### config.mk
export PLATFORM = sky130hd
export DESIGN_NAME = swerve_module_kinematics_unit
export DESIGN_NICKNAME = d
export VERILOG_FILES = /design/src/hdl/skm_pkg.sv /design/src/hdl/skm_cordic.sv /design/src/hdl/skm_datapath.sv /design/src/hdl/skm_ctrl.sv /design/src/hdl/swerve_module_kinematics_unit.sv
export SDC_FILE = /design/constraint.sdc
export NUM_CORES = 2
export LEC_CHECK = 0
export ABC_AREA = 1
export BUFFER_PORTS_ARGS = -buffer_cell sky130_fd_sc_hd__clkbuf_2
export CAP_MARGIN = 20
export CELL_PAD_IN_SITES_DETAIL_PLACEMENT = 1
export CELL_PAD_IN_SITES_GLOBAL_PLACEMENT = 1
export CORE_MARGIN = 3
export CORE_UTILIZATION = 39
export DETAILED_ROUTE_END_ITERATION = 7
export GPL_TIMING_DRIVEN = 0
export HOLD_SLACK_MARGIN = 0.12
export PLACE_DENSITY = 0.67
export SLEW_MARGIN = 5
export SYNTH_ARGS = -nofsm -noshare
export SYNTH_HDL_FRONTEND = slang
export SYNTH_HIERARCHICAL = 1
export SYNTH_SLANG_ARGS = --single-unit
### constraint.sdc
create_clock -name clk -period 8.9 [get_ports clk]
set_clock_uncertainty 0.1 [all_clocks]
set_input_delay 0.89 -clock clk [delete_from_list [all_inputs] [get_ports clk]]
set_output_delay 0.89 -clock clk [all_outputs]
set_load 0.01 [all_outputs]
### src/hdl/skm_pkg.sv
// ----------------------------------------------------------------------------
// skm_pkg: shared types and constants for the swerve module kinematics unit
// Widths of the datapath, controller command and status types, the state
// encoding and the arctangent table of the CORDIC unit.
// ----------------------------------------------------------------------------
package skm_pkg;

	localparam int XY_W      = 30;   // CORDIC x and y
	localparam int Z_W       = 34;   // CORDIC angle accumulator
	localparam int A_W       = 19;   // rotated strafe and corner sums
	localparam int SP_W      = 18;   // wheel speed before normalizing
	localparam int RAD_W     = 38;   // radicand of the square root
	localparam int PRD_W     = XY_W + A_W;
	localparam int CNT_W     = 6;
	localparam int SQRT_ITER = (RAD_W - 2) / 2 + 1;
	localparam int DIV_W     = 32;   // dividend bits, one quotient bit per step
	localparam int TABLE_LEN = 24;
	localparam logic [16:0] INV_GAIN = 17'd39796;
	localparam logic [SP_W-1:0] ONE_Q14 = SP_W'(16384);
	localparam logic [31:0] QUARTER_TURN = 32'h4000_0000;
	localparam logic [31:0] HALF_TURN    = 32'h8000_0000;

	typedef enum logic [4:0] {
		OP_NOP, OP_CAPTURE, OP_ROT_LOAD, OP_CSTEP, OP_MUL_X, OP_MUL_Y, OP_SUMS,
		OP_SQ1, OP_SQ2, OP_SQ3, OP_SQRT, OP_SQRT_DONE, OP_VLOAD, OP_VDONE,
		OP_MAX, OP_DLOAD, OP_DSTEP, OP_DDONE, OP_OUT
	} op_t;

	typedef struct packed {
		op_t        op;
		logic [4:0] idx;
		logic [1:0] sel;
	} cmd_t;

	typedef struct packed {
		logic zero_cmd;
		logic need_norm;
	} stat_t;

	typedef enum logic [4:0] {
		S_IDLE, S_ROT_LOAD, S_ROT_STEP, S_MUL_X, S_MUL_Y, S_SUMS, S_SQ1, S_SQ2,
		S_SQ3, S_SQRT, S_SQRT_DONE, S_VLOAD, S_VSTEP, S_VDONE, S_MAX, S_NORM,
		S_DLOAD, S_DSTEP, S_DDONE, S_OUT
	} state_t;

	function automatic logic [31:0] atan_turn(input logic [4:0] i);
		logic [31:0] v;
		case (i)
			5'd0:    v = 32'h2000_0000;
			5'd1:    v = 32'h12E4_051D;
			5'd2:    v = 32'h09FB_385B;
			5'd3:    v = 32'h0511_11D4;
			5'd4:    v = 32'h028B_0D43;
			5'd5:    v = 32'h0145_D7E1;
			5'd6:    v = 32'h00A2_F61E;
			5'd7:    v = 32'h0051_7C55;
			5'd8:    v = 32'h0028_BE53;
			5'd9:    v = 32'h0014_5F2E;
			5'd10:   v = 32'h000A_2F98;
			5'd11:   v = 32'h0005_17CC;
			5'd12:   v = 32'h0002_8BE6;
			5'd13:   v = 32'h0001_45F3;
			5'd14:   v = 32'h0000_A2F9;
			5'd15:   v = 32'h0000_517C;
			5'd16:   v = 32'h0000_28BE;
			5'd17:   v = 32'h0000_145F;
			5'd18:   v = 32'h0000_0A2F;
			5'd19:   v = 32'h0000_0517;
			5'd20:   v = 32'h0000_028B;
			5'd21:   v = 32'h0000_0145;
			5'd22:   v = 32'h0000_00A2;
			5'd23:   v = 32'h0000_0051;
			default: v = 32'h0;
		endcase
		return v;
	endfunction

endpackage

### src/hdl/skm_cordic.sv
// ----------------------------------------------------------------------------
// skm_cordic: shared CORDIC iteration unit
// One micro-rotation per step, in rotation mode (steered by the angle) or in
// vectoring mode (steered by the sign of y).
// ----------------------------------------------------------------------------
module skm_cordic import skm_pkg::*; (
	input  logic                    clk,
	input  logic                    load,
	input  logic                    step,
	input  logic                    rot_mode,
	input  logic [4:0]              idx,
	input  logic signed [XY_W-1:0]  x0,
	input  logic signed [XY_W-1:0]  y0,
	input  logic signed [Z_W-1:0]   z0,
	output logic signed [XY_W-1:0]  x,
	output logic signed [XY_W-1:0]  y,
	output logic signed [Z_W-1:0]   z
);

	logic signed [XY_W-1:0] x_q, y_q, dx, dy;
	logic signed [Z_W-1:0]  z_q, at;
	logic                   pos;

	always_comb begin
		dx  = y_q >>> idx;
		dy  = x_q >>> idx;
		at  = signed'({{(Z_W-32){1'b0}}, atan_turn(idx)});
		pos = rot_mode ? ~z_q[Z_W-1] : y_q[XY_W-1];
	end

	always_ff @(posedge clk) begin
		if (load) begin
			x_q <= x0;
			y_q <= y0;
			z_q <= z0;
		end else if (step) begin
			if (pos) begin
				x_q <= x_q - dx;
				y_q <= y_q + dy;
				z_q <= z_q - at;
			end else begin
				x_q <= x_q + dx;
				y_q <= y_q - dy;
				z_q <= z_q + at;
			end
		end
	end

	assign x = x_q;
	assign y = y_q;
	assign z = z_q;

endmodule

### src/hdl/skm_datapath.sv
// ----------------------------------------------------------------------------
// skm_datapath: arithmetic of the kinematics unit
// Yaw rotation and steering angles on a shared CORDIC, one shared multiplier,
// a bit-serial square root, a restoring divider and the held steering angles.
// ----------------------------------------------------------------------------
module skm_datapath import skm_pkg::*; (
	input  logic               clk,
	input  logic               arst_n,
	input  cmd_t               cmd,
	output stat_t              stat,
	input  logic [63:0]        in_data,
	output logic [14:0]        front_right_speed,
	output logic [14:0]        front_left_speed,
	output logic [14:0]        rear_right_speed,
	output logic [14:0]        rear_left_speed,
	output logic signed [15:0] front_right_steer,
	output logic signed [15:0] front_left_steer,
	output logic signed [15:0] rear_right_steer,
	output logic signed [15:0] rear_left_steer
);

	logic signed [15:0]      sx_q, sy_q, tr_q;
	logic [15:0]             hd_q;
	logic signed [A_W-1:0]   nx_q, a_q, b_q, c_q, d_q, tr_e, rnd, first, second;
	logic signed [PRD_W-1:0] p_q, rsum;
	logic signed [XY_W-1:0]  mul_a, cx, cy, c_x0, c_y0, rx, ry, vx, vy;
	logic signed [A_W-1:0]   mul_b;
	logic signed [Z_W-1:0]   cz, c_z0, rz, vz;
	logic [31:0]             ang, ang_f, zs;
	logic                    fold, vneg, rot_q, vzero_q;
	logic [RAD_W-1:0]        acc_q, rad_q, root_q, bit_q, trial_sq;
	logic [SP_W-1:0]         sp_q [4];
	logic [SP_W-1:0]         m_q, mx01, mx23;
	logic [DIV_W-1:0]        num_q;
	logic [SP_W-1:0]         rem_q;
	logic [SP_W:0]           trial_dv;
	logic [3:0][15:0]        held_q;
	logic [15:0]             steer, rr;
	logic [14:0]             osp_q [4];
	logic [3:0][15:0]        ost_q;

	skm_cordic u_cordic (
		.clk      (clk),
		.load     (cmd.op == OP_ROT_LOAD || cmd.op == OP_VLOAD),
		.step     (cmd.op == OP_CSTEP),
		.rot_mode (rot_q),
		.idx      (cmd.idx),
		.x0       (c_x0),
		.y0       (c_y0),
		.z0       (c_z0),
		.x        (cx),
		.y        (cy),
		.z        (cz)
	);

	always_comb begin
		// Yaw rotation setup: fold the angle into the right half plane.
		ang   = 32'h0 - {hd_q, 16'h0};
		fold  = (ang > QUARTER_TURN) && (ang < (32'h0 - QUARTER_TURN));
		ang_f = fold ? ang - HALF_TURN : ang;
		rx    = fold ? -XY_W'(sx_q) : XY_W'(sx_q);
		ry    = fold ? -XY_W'(sy_q) : XY_W'(sy_q);
		rz    = signed'({{(Z_W-32){ang_f[31]}}, ang_f});

		// Module pairs: front right (b,c), front left (b,d), rear right (a,c),
		// rear left (a,d). The angle is that of the vector (second, first).
		first  = cmd.sel[1] ? a_q : b_q;
		second = cmd.sel[0] ? d_q : c_q;
		vneg   = second[A_W-1];
		vx     = vneg ? -XY_W'(second) : XY_W'(second);
		vy     = vneg ? -XY_W'(first) : XY_W'(first);
		vz     = vneg ? signed'({{(Z_W-32){1'b0}}, HALF_TURN}) : '0;

		if (cmd.op == OP_ROT_LOAD) begin
			c_x0 = rx <<< 8;
			c_y0 = ry <<< 8;
			c_z0 = rz;
		end else begin
			c_x0 = vx <<< 8;
			c_y0 = vy <<< 8;
			c_z0 = vz;
		end

		case (cmd.op)
			OP_MUL_X: begin
				mul_a = cx;
				mul_b = signed'(A_W'(INV_GAIN));
			end
			OP_MUL_Y: begin
				mul_a = cy;
				mul_b = signed'(A_W'(INV_GAIN));
			end
			OP_SQ1: begin
				mul_a = XY_W'(first);
				mul_b = first;
			end
			default: begin
				mul_a = XY_W'(second);
				mul_b = second;
			end
		endcase

		rsum = p_q + signed'(PRD_W'(32'h0080_0000));
		rnd  = rsum[24+A_W-1:24];
		tr_e = A_W'(tr_q);

		trial_sq = root_q + bit_q;
		trial_dv = {rem_q, num_q[DIV_W-1]};

		mx01 = (sp_q[1] > sp_q[0]) ? sp_q[1] : sp_q[0];
		mx23 = (sp_q[3] > sp_q[2]) ? sp_q[3] : sp_q[2];

		zs    = cz[31:0] + 32'h0000_8000;
		rr    = zs[31:16];
		steer = vzero_q ? 16'h0 : 16'h0 - rr;

		stat.zero_cmd  = (sx_q == 16'sd0) && (sy_q == 16'sd0) && (tr_q == 16'sd0);
		stat.need_norm = m_q > ONE_Q14;
	end

	always_ff @(posedge clk) begin
		case (cmd.op)
			OP_CAPTURE: begin
				sx_q <= in_data[15:0];
				sy_q <= in_data[31:16];
				tr_q <= in_data[47:32];
				hd_q <= in_data[63:48];
			end
			OP_ROT_LOAD: rot_q <= 1'b1;
			OP_VLOAD: begin
				rot_q   <= 1'b0;
				vzero_q <= (first == '0) && (second == '0);
			end
			OP_MUL_X: p_q <= mul_a * mul_b;
			OP_MUL_Y: begin
				nx_q <= rnd;
				p_q  <= mul_a * mul_b;
			end
			OP_SUMS: begin
				a_q <= nx_q - tr_e;
				b_q <= nx_q + tr_e;
				c_q <= rnd - tr_e;
				d_q <= rnd + tr_e;
			end
			OP_SQ1: p_q <= mul_a * mul_b;
			OP_SQ2: begin
				acc_q <= p_q[RAD_W-1:0];
				p_q   <= mul_a * mul_b;
			end
			OP_SQ3: begin
				rad_q  <= acc_q + p_q[RAD_W-1:0];
				root_q <= '0;
				bit_q  <= RAD_W'(1) << (RAD_W - 2);
			end
			OP_SQRT: begin
				if (rad_q >= trial_sq) begin
					rad_q  <= rad_q - trial_sq;
					root_q <= (root_q >> 1) + bit_q;
				end else begin
					root_q <= root_q >> 1;
				end
				bit_q <= bit_q >> 2;
			end
			OP_SQRT_DONE: sp_q[cmd.sel] <= root_q[SP_W-1:0];
			OP_MAX: m_q <= (mx23 > mx01) ? mx23 : mx01;
			OP_DLOAD: begin
				num_q <= {sp_q[cmd.sel], 14'h0} + DIV_W'(m_q >> 1);
				rem_q <= '0;
			end
			OP_DSTEP: begin
				if (trial_dv >= {1'b0, m_q}) begin
					rem_q <= SP_W'(trial_dv - {1'b0, m_q});
					num_q <= {num_q[DIV_W-2:0], 1'b1};
				end else begin
					rem_q <= trial_dv[SP_W-1:0];
					num_q <= {num_q[DIV_W-2:0], 1'b0};
				end
			end
			OP_DDONE: sp_q[cmd.sel] <= num_q[SP_W-1:0];
			OP_OUT: begin
				for (int i = 0; i < 4; i++) begin
					osp_q[i] <= sp_q[i][14:0];
				end
				ost_q <= held_q;
			end
			default: ;
		endcase
	end

	// Steering angles are only replaced when some command is nonzero.
	always_ff @(posedge clk or negedge arst_n) begin
		if (!arst_n) begin
			held_q <= '0;
		end else if (cmd.op == OP_VDONE && !stat.zero_cmd) begin
			held_q[cmd.sel] <= steer;
		end
	end

	assign front_right_speed = osp_q[0];
	assign front_left_speed  = osp_q[1];
	assign rear_right_speed  = osp_q[2];
	assign rear_left_speed   = osp_q[3];
	assign front_right_steer = ost_q[0];
	assign front_left_steer  = ost_q[1];
	assign rear_right_steer  = ost_q[2];
	assign rear_left_steer   = ost_q[3];

`ifndef SYNTH
	a_speed_limit: assert property (@(posedge clk) disable iff (!arst_n)
		(cmd.op == OP_OUT) |=> (osp_q[0] <= 15'd16384 && osp_q[1] <= 15'd16384 &&
		osp_q[2] <= 15'd16384 && osp_q[3] <= 15'd16384))
		else $error("wheel speed above 1.0 after normalizing");
	a_hold_steer: assert property (@(posedge clk) disable iff (!arst_n)
		(cmd.op == OP_VDONE && stat.zero_cmd) |=> $stable(held_q))
		else $error("steering angles changed on an all-zero command");
`endif

endmodule

### src/hdl/skm_ctrl.sv
// ----------------------------------------------------------------------------
// skm_ctrl: sequencer of the kinematics unit
// Steps the datapath through rotation, corner sums, per-module magnitude and
// angle, and the optional normalizing divide; owns the stream handshakes.
// ----------------------------------------------------------------------------
module skm_ctrl import skm_pkg::*; #(
	parameter int CORDIC_STEPS = 16
) (
	input  logic  clk,
	input  logic  arst_n,
	input  logic  s_axis_tvalid,
	output logic  s_axis_tready,
	output logic  m_axis_tvalid,
	input  logic  m_axis_tready,
	input  stat_t stat,
	output cmd_t  cmd
);

	localparam int N_STEPS = (CORDIC_STEPS < TABLE_LEN) ? CORDIC_STEPS : TABLE_LEN;
	localparam logic [CNT_W-1:0] ROT_LAST  = CNT_W'(N_STEPS - 1);
	localparam logic [CNT_W-1:0] SQRT_LAST = CNT_W'(SQRT_ITER - 1);
	localparam logic [CNT_W-1:0] DIV_LAST  = CNT_W'(DIV_W - 1);

	state_t           state_q, state_d;
	logic [CNT_W-1:0] cnt_q;
	logic [1:0]       sel_q;
	logic             out_valid_q, out_free;

	assign out_free = !out_valid_q || m_axis_tready;

	always_comb begin
		state_d = state_q;
		unique case (state_q)
			S_IDLE:      if (s_axis_tvalid) state_d = S_ROT_LOAD;
			S_ROT_LOAD:  state_d = S_ROT_STEP;
			S_ROT_STEP:  if (cnt_q == ROT_LAST) state_d = S_MUL_X;
			S_MUL_X:     state_d = S_MUL_Y;
			S_MUL_Y:     state_d = S_SUMS;
			S_SUMS:      state_d = S_SQ1;
			S_SQ1:       state_d = S_SQ2;
			S_SQ2:       state_d = S_SQ3;
			S_SQ3:       state_d = S_SQRT;
			S_SQRT:      if (cnt_q == SQRT_LAST) state_d = S_SQRT_DONE;
			S_SQRT_DONE: state_d = S_VLOAD;
			S_VLOAD:     state_d = S_VSTEP;
			S_VSTEP:     if (cnt_q == ROT_LAST) state_d = S_VDONE;
			S_VDONE:     state_d = (sel_q == 2'd3) ? S_MAX : S_SQ1;
			S_MAX:       state_d = S_NORM;
			S_NORM:      state_d = stat.need_norm ? S_DLOAD : S_OUT;
			S_DLOAD:     state_d = S_DSTEP;
			S_DSTEP:     if (cnt_q == DIV_LAST) state_d = S_DDONE;
			S_DDONE:     state_d = (sel_q == 2'd3) ? S_OUT : S_DLOAD;
			S_OUT:       if (out_free) state_d = S_IDLE;
			default:     state_d = S_IDLE;
		endcase
	end

	always_comb begin
		cmd.op  = OP_NOP;
		cmd.idx = cnt_q[4:0];
		cmd.sel = sel_q;
		s_axis_tready = 1'b0;
		unique case (state_q)
			S_IDLE: begin
				s_axis_tready = 1'b1;
				if (s_axis_tvalid) cmd.op = OP_CAPTURE;
			end
			S_ROT_LOAD:  cmd.op = OP_ROT_LOAD;
			S_ROT_STEP:  cmd.op = OP_CSTEP;
			S_MUL_X:     cmd.op = OP_MUL_X;
			S_MUL_Y:     cmd.op = OP_MUL_Y;
			S_SUMS:      cmd.op = OP_SUMS;
			S_SQ1:       cmd.op = OP_SQ1;
			S_SQ2:       cmd.op = OP_SQ2;
			S_SQ3:       cmd.op = OP_SQ3;
			S_SQRT:      cmd.op = OP_SQRT;
			S_SQRT_DONE: cmd.op = OP_SQRT_DONE;
			S_VLOAD:     cmd.op = OP_VLOAD;
			S_VSTEP:     cmd.op = OP_CSTEP;
			S_VDONE:     cmd.op = OP_VDONE;
			S_MAX:       cmd.op = OP_MAX;
			S_NORM:      cmd.op = OP_NOP;
			S_DLOAD:     cmd.op = OP_DLOAD;
			S_DSTEP:     cmd.op = OP_DSTEP;
			S_DDONE:     cmd.op = OP_DDONE;
			S_OUT:       if (out_free) cmd.op = OP_OUT;
			default:     cmd.op = OP_NOP;
		endcase
	end

	always_ff @(posedge clk or negedge arst_n) begin
		if (!arst_n) begin
			state_q     <= S_IDLE;
			cnt_q       <= '0;
			sel_q       <= '0;
			out_valid_q <= 1'b0;
		end else begin
			state_q <= state_d;
			// The step counter restarts on every state change.
			cnt_q   <= (state_d != state_q) ? '0 : cnt_q + 1'b1;
			if (state_q == S_SUMS || state_q == S_NORM) begin
				sel_q <= '0;
			end else if (state_q == S_VDONE || state_q == S_DDONE) begin
				sel_q <= sel_q + 1'b1;
			end
			if (cmd.op == OP_OUT) begin
				out_valid_q <= 1'b1;
			end else if (m_axis_tready) begin
				out_valid_q <= 1'b0;
			end
		end
	end

	assign m_axis_tvalid = out_valid_q;

`ifndef SYNTH
	a_result_source: assert property (@(posedge clk) disable iff (!arst_n)
		$rose(out_valid_q) |-> $past(state_q == S_OUT))
		else $error("result raised outside the output state");
	a_step_bound: assert property (@(posedge clk) disable iff (!arst_n)
		(state_q == S_ROT_STEP || state_q == S_VSTEP) |-> (cnt_q <= ROT_LAST))
		else $error("CORDIC step count overran");
	a_sel_bound: assert property (@(posedge clk) disable iff (!arst_n)
		(state_q == S_SUMS) |=> (sel_q == 2'd0))
		else $error("module select not restarted");
`endif

endmodule

### src/hdl/swerve_module_kinematics_unit.sv
// ----------------------------------------------------------------------------
// swerve_module_kinematics_unit: four-module swerve drive inverse kinematics
// Rotates the field-oriented strafe command by the yaw and returns each wheel
// module's speed and steering angle.
// ----------------------------------------------------------------------------
// One item is worked on at a time. An item passes through the shared CORDIC
// unit (one micro-rotation per cycle, once for the yaw and once per module),
// the bit-serial square root and, only when a speed above 1.0 calls for
// normalizing, the bit-serial divider. The next item is accepted while a
// finished result still waits on the output.
module swerve_module_kinematics_unit import skm_pkg::*; #(
	parameter int CORDIC_STEPS = 16
) (
	input  logic         clk,
	input  logic         arst_n,
	input  logic         s_axis_tvalid,
	output logic         s_axis_tready,
	// strafe_x[15:0], strafe_y[31:16], turn_rate[47:32], robot_heading[63:48]
	input  logic [63:0]  s_axis_tdata,
	output logic         m_axis_tvalid,
	input  logic         m_axis_tready,
	// front_right_speed[14:0], front_left_speed[29:15], rear_right_speed[44:30],
	// rear_left_speed[59:45], front_right_steer[75:60], front_left_steer[91:76],
	// rear_right_steer[107:92], rear_left_steer[123:108], zeros[127:124]
	output logic [127:0] m_axis_tdata
);

	cmd_t               cmd;
	stat_t              stat;
	logic [14:0]        fr_sp, fl_sp, rr_sp, rl_sp;
	logic signed [15:0] fr_st, fl_st, rr_st, rl_st;

	skm_ctrl #(.CORDIC_STEPS(CORDIC_STEPS)) u_ctrl (
		.clk           (clk),
		.arst_n        (arst_n),
		.s_axis_tvalid (s_axis_tvalid),
		.s_axis_tready (s_axis_tready),
		.m_axis_tvalid (m_axis_tvalid),
		.m_axis_tready (m_axis_tready),
		.stat          (stat),
		.cmd           (cmd)
	);

	skm_datapath u_dp (
		.clk               (clk),
		.arst_n            (arst_n),
		.cmd               (cmd),
		.stat              (stat),
		.in_data           (s_axis_tdata),
		.front_right_speed (fr_sp),
		.front_left_speed  (fl_sp),
		.rear_right_speed  (rr_sp),
		.rear_left_speed   (rl_sp),
		.front_right_steer (fr_st),
		.front_left_steer  (fl_st),
		.rear_right_steer  (rr_st),
		.rear_left_steer   (rl_st)
	);

	assign m_axis_tdata = {4'h0, rl_st, rr_st, fl_st, fr_st, rl_sp, rr_sp, fl_sp, fr_sp};

endmodule

# Word-level counts from Yosys, hierarchy flattened
# Memory sizes are Yosys's and may differ from the RTL's.
# Index checks and enable logic that the tools add are counted.
# classes
n_reduce_logical	28
multipliers	1
bitwise	2
n_lt_le_gt_ge	10
mux	66
eq_ne	43
shift	2
addsub	27
# ops
op	count
two-way mux 30 bit	8
case mux 38 bit (2 select lines)	3
two-way mux 34 bit	4
case mux 5 bit (20 select lines)	1
two-way mux 18 bit	5
case mux 30 bit (3 select lines)	1
case mux 5 bit (18 select lines)	1
two-way mux 22 bit	4
equality test 5 x 4 -> 1 bit, second input constant	16
adder 38 bit	2
two-way mux 38 bit	2
bitwise mux 64 bit	1
two-way mux 32 bit	2
case mux 32 bit (2 select lines)	1
adder 30 bit	2
>>> shifter 30 x 5 -> 30 bit	2
subtractor 30 bit	2
greater-than comparator 18 bit	3
logical NOT 16 bit	3
negation 16 -> 22 bit	2
negation 19 -> 22 bit	2
adder 43 x 25 -> 43 bit, second input constant	1
multiplier 30 x 19 -> 43 bit	1
equality test 5 x 3 -> 1 bit, second input constant	8
51 further kinds	102
# word_totals
ff_bits	660
mem_bits_rw	132
output_inout_bits	130
mem_count	3
rom_bits	960
word_cells	216
# memory_table
memory	depth	word_bits	read_ports	rd_clocked_by_memory_dff	write_ports	line_no	source
(name not given)	32	30	1	0	0	skm_pkg.sv:48	case (i)
u_dp.sp_q	4	18	5	0	1	skm_datapath.sv:32	logic [SP_W-1:0] sp_q [4];
u_dp.osp_q	4	15	4	0	4	skm_datapath.sv:39	logic [14:0] osp_q [4];

# Logic depth before layout (Yosys ltp)
# logic_depth
depth_word	8
depth_mapped	46

# By module
# Netlist, hierarchy kept.
# by_module_without_submodules
mod	cells_each	n_inst	area_each_um2	seq_area_each_um2
skm_datapath	7410	1	61707.9	19588.8
skm_cordic	2595	1	15260.9	2822.7
skm_ctrl	158	1	1121.1	350.3
swerve_module_kinematics_unit	5	1	33.8	0.0

# Worst setup path before layout
# OpenSTA, ideal clock, no wires.
# synth_timing
kind	input-to-reg
from	input m_axis_tready
to	register u_dp.p_q[42] (data pin)
n_path_buf	2
arrival_ns	7.804
path_slack_ns	0.743
setup_ns	0.252
path_stages	33
cell_sequence	nor2_1 inv_1 nand3_1 nand3_1 nor2_2 nand2_1 nor2_1 buf_2 buf_2 nand2_1 a21oi_1 inv_1 nor2_1 fa_1 fa_1 fa_1 inv_1 fa_1 inv_1 fa_1 fa_1 ha_1 ha_1 a21oi_1 o21ai_0 nand2_1 o211ai_1 a21oi_1 nand2_1 a31oi_1 inv_1 nand3_1 nand2_1
# synth_rtl
item	line_no	source
start, declared	swerve_module_kinematics_unit.sv:21	input logic m_axis_tready,
end signal, assigned	skm_datapath.sv:134	OP_MUL_X: p_q <= mul_a * mul_b;
end signal, assigned	skm_datapath.sv:137	p_q <= mul_a * mul_b;
end signal, assigned	skm_datapath.sv:145	OP_SQ1: p_q <= mul_a * mul_b;
end, declared	skm_datapath.sv:25	logic signed [PRD_W-1:0] p_q, rsum;

==> results.toml <==
[run_status]
outcome = "complete, no violations"

[floorplan]
die_w_um = 453.5
num_rows = 163
fp.dieH_um = 453.5
start_util_pct = 39.40
dieArea_mm2 = 0.2057
io_pins = 198
coreArea_mm2 = 0.1982

[worst_hold_path]
hp-class = "in -> reg"

[logic_synthesis]
syn_inst = 10164
netlist_area_mm2 = 0.07810
syn_area_per_cell_um2 = 7.684
yosys_warnings = 6

[setup_path]
crit_path_max_fanout = 7
endpoint_kind = "flop"
crit_type = "reg -> reg"
crit_path_frequent_cell = "fa_1"
cp_slowest_cell = "fa_1"
path_delay_family = "adder cells"
crit_buf_inv = 12
cpPeakStageDelay_ns = 0.58
start_kind = "flop"
cp.required_ns = 9.24
arrival_ns = 9.13

[global_routing]
antenna_found_initial = 22
grt_use_total_pct = 31.06
grt_max_degree = 63
grt_pass1_wl_um = 481600
gr-total-overflow = 0
grt_pass1_vias = 75549

[placement]
io_buffers = 193
place.gp.congestion = 0.9776
dp_hpwl_um = 269000

[layout]
utilization_pct = 44.70
final_common_cell = "nand2_1"
layout_common_cells = "2389 x nand2_1, 1468 x inv_1, 1009 x nor2_1"
nets = 11697
drive_gt1_share_pct = 10.03
area_growth_syn_to_layout_pct = 13.46

[routing]
avgViaCountPerCell = 5.551
post_drt_wl_per_cell_um = 24.54
dr.pass1.iters = 6
routed_wl_um = 327500
drcViolationCount = 0
vias = 74093
final_antenna_net_count = 0
drt_first_iter_violations = 5791

[clock_network]
clk_latency_ns = 0.76
cts_made_buffers = 94
clk_pin_slew_ns = 0.06
clock-sinks = 771
htreeDepth = 3
clockBufferDepth = 3
cts_root_buffer = "clkbuf_16"
cts_tree = "yes"

[sta]
layout_min_cycle_time_ns = 8.790
hold_viol_final = 0
finalSetupViolCount = 0
drv_slew = 0
tightest_slew_ns = 1.127
fin_crit_sh_pct = 98.77
max_freq_mhz = 113.8
hold_slack_ns = 0.2070
setup-tns-final_ns = 0
rsz0062_at_grt = "true"
max-slew-margin-rel_pct = 24.07

[job]
maxCapViolations = 0
per-stage QoR:
| stage | instance area, um2 | setup slack, ns | cells |
|---|---|---|---|
| 6_report | 88610 | 0.1099 | 13347 |
| 4_1_cts | 87460 | -0.003435 | 13287 |
| 3_5_place_dp | 83120 | -2.814 | 13059 |
| 5_1_grt | 88600 | -0.1273 | 13344 |
| 3_3_place_gp | 82510 | -2.533 | 13036 |
| 2_1_floorplan | 78250 | 0.7435 | 10203 |
final cells by class:
| cell class | count | area, um2 |
|---|---|---|
| Clock buffer | 113 | 2504 |
| Buffer | 275 | 1592 |
| Multi-Input combinational cell | 7602 | 49330 |
| Sequential cell | 771 | 22770 |
| Fill cell | 24432 | 109600 |
| Inverter | 1555 | 5941 |
| Antenna cell | 13 | 32.53 |
| Clock inverter | 59 | 653.1 |
| Timing Repair Buffer | 319 | 2487 |
| Tap cell | 2640 | 3303 |
state kept, by name, indices dropped and copies added (netlist names), 19 cells and up:
signal	count
u_dp/held_q	64
u_dp/acc_q	38
u_dp/num_q	32
u_dp/osp_q	60
u_dp/c_q	19
u_dp/a_q	19
u_dp/bit_q	19
u_dp/u_cordic/y	30
u_dp/rad_q	38
u_dp/sp_q	72
u_dp/u_cordic/x	30
u_dp/p_q	43
u_dp/root_q	38
u_dp/u_cordic/z	34
u_dp/nx_q	19
what timing repair did:
item | 4_1_cts | 5_1_grt
hold buffers | 1 | 0
endpoints found under the hold margin | 16 | 0
gates cloned | 1 | 2
gates resized for setup | 197 | 187
endpoints found under the setup margin | 34 | 25
pin swaps | 28 | 42
setup buffers | 54 | 44
metal layers:
layer / up-vias / share of wire, % / GRT usage (%)
met5: - / 0.0040 / 0
met4: 2 / 4.3 / 12.54
met3: 554 / 6.2 / 3.948
met2: 2406 / 46 / 50.89
met1: 37078 / 43 / 41.58
li1: 34053 / - / -
worst paths after layout:
path	startpoint	end	slack, ns	cells after the start
max in group asynchronous	arst_n	u_dp/held_q[25]	7.58	3
worst max register to register	u_ctrl/state_q[3]	u_dp/p_q[37]	0.11	38
worst max-delay path	u_ctrl/state_q[3]	u_dp/p_q[37]	0.11	38
worst min-delay path	s_axis_tdata[60]	u_dp/hd_q[12]	0.21	1
min in group asynchronous	arst_n	u_ctrl/sel_q[1]	0.51	2
worst min register to register	u_dp/held_q[63]	u_dp/rear_left_steer[15]	0.35	0
Power is not shown: default switching activity piles up to over one toggle a cycle in this logic, so the estimate is an artifact.
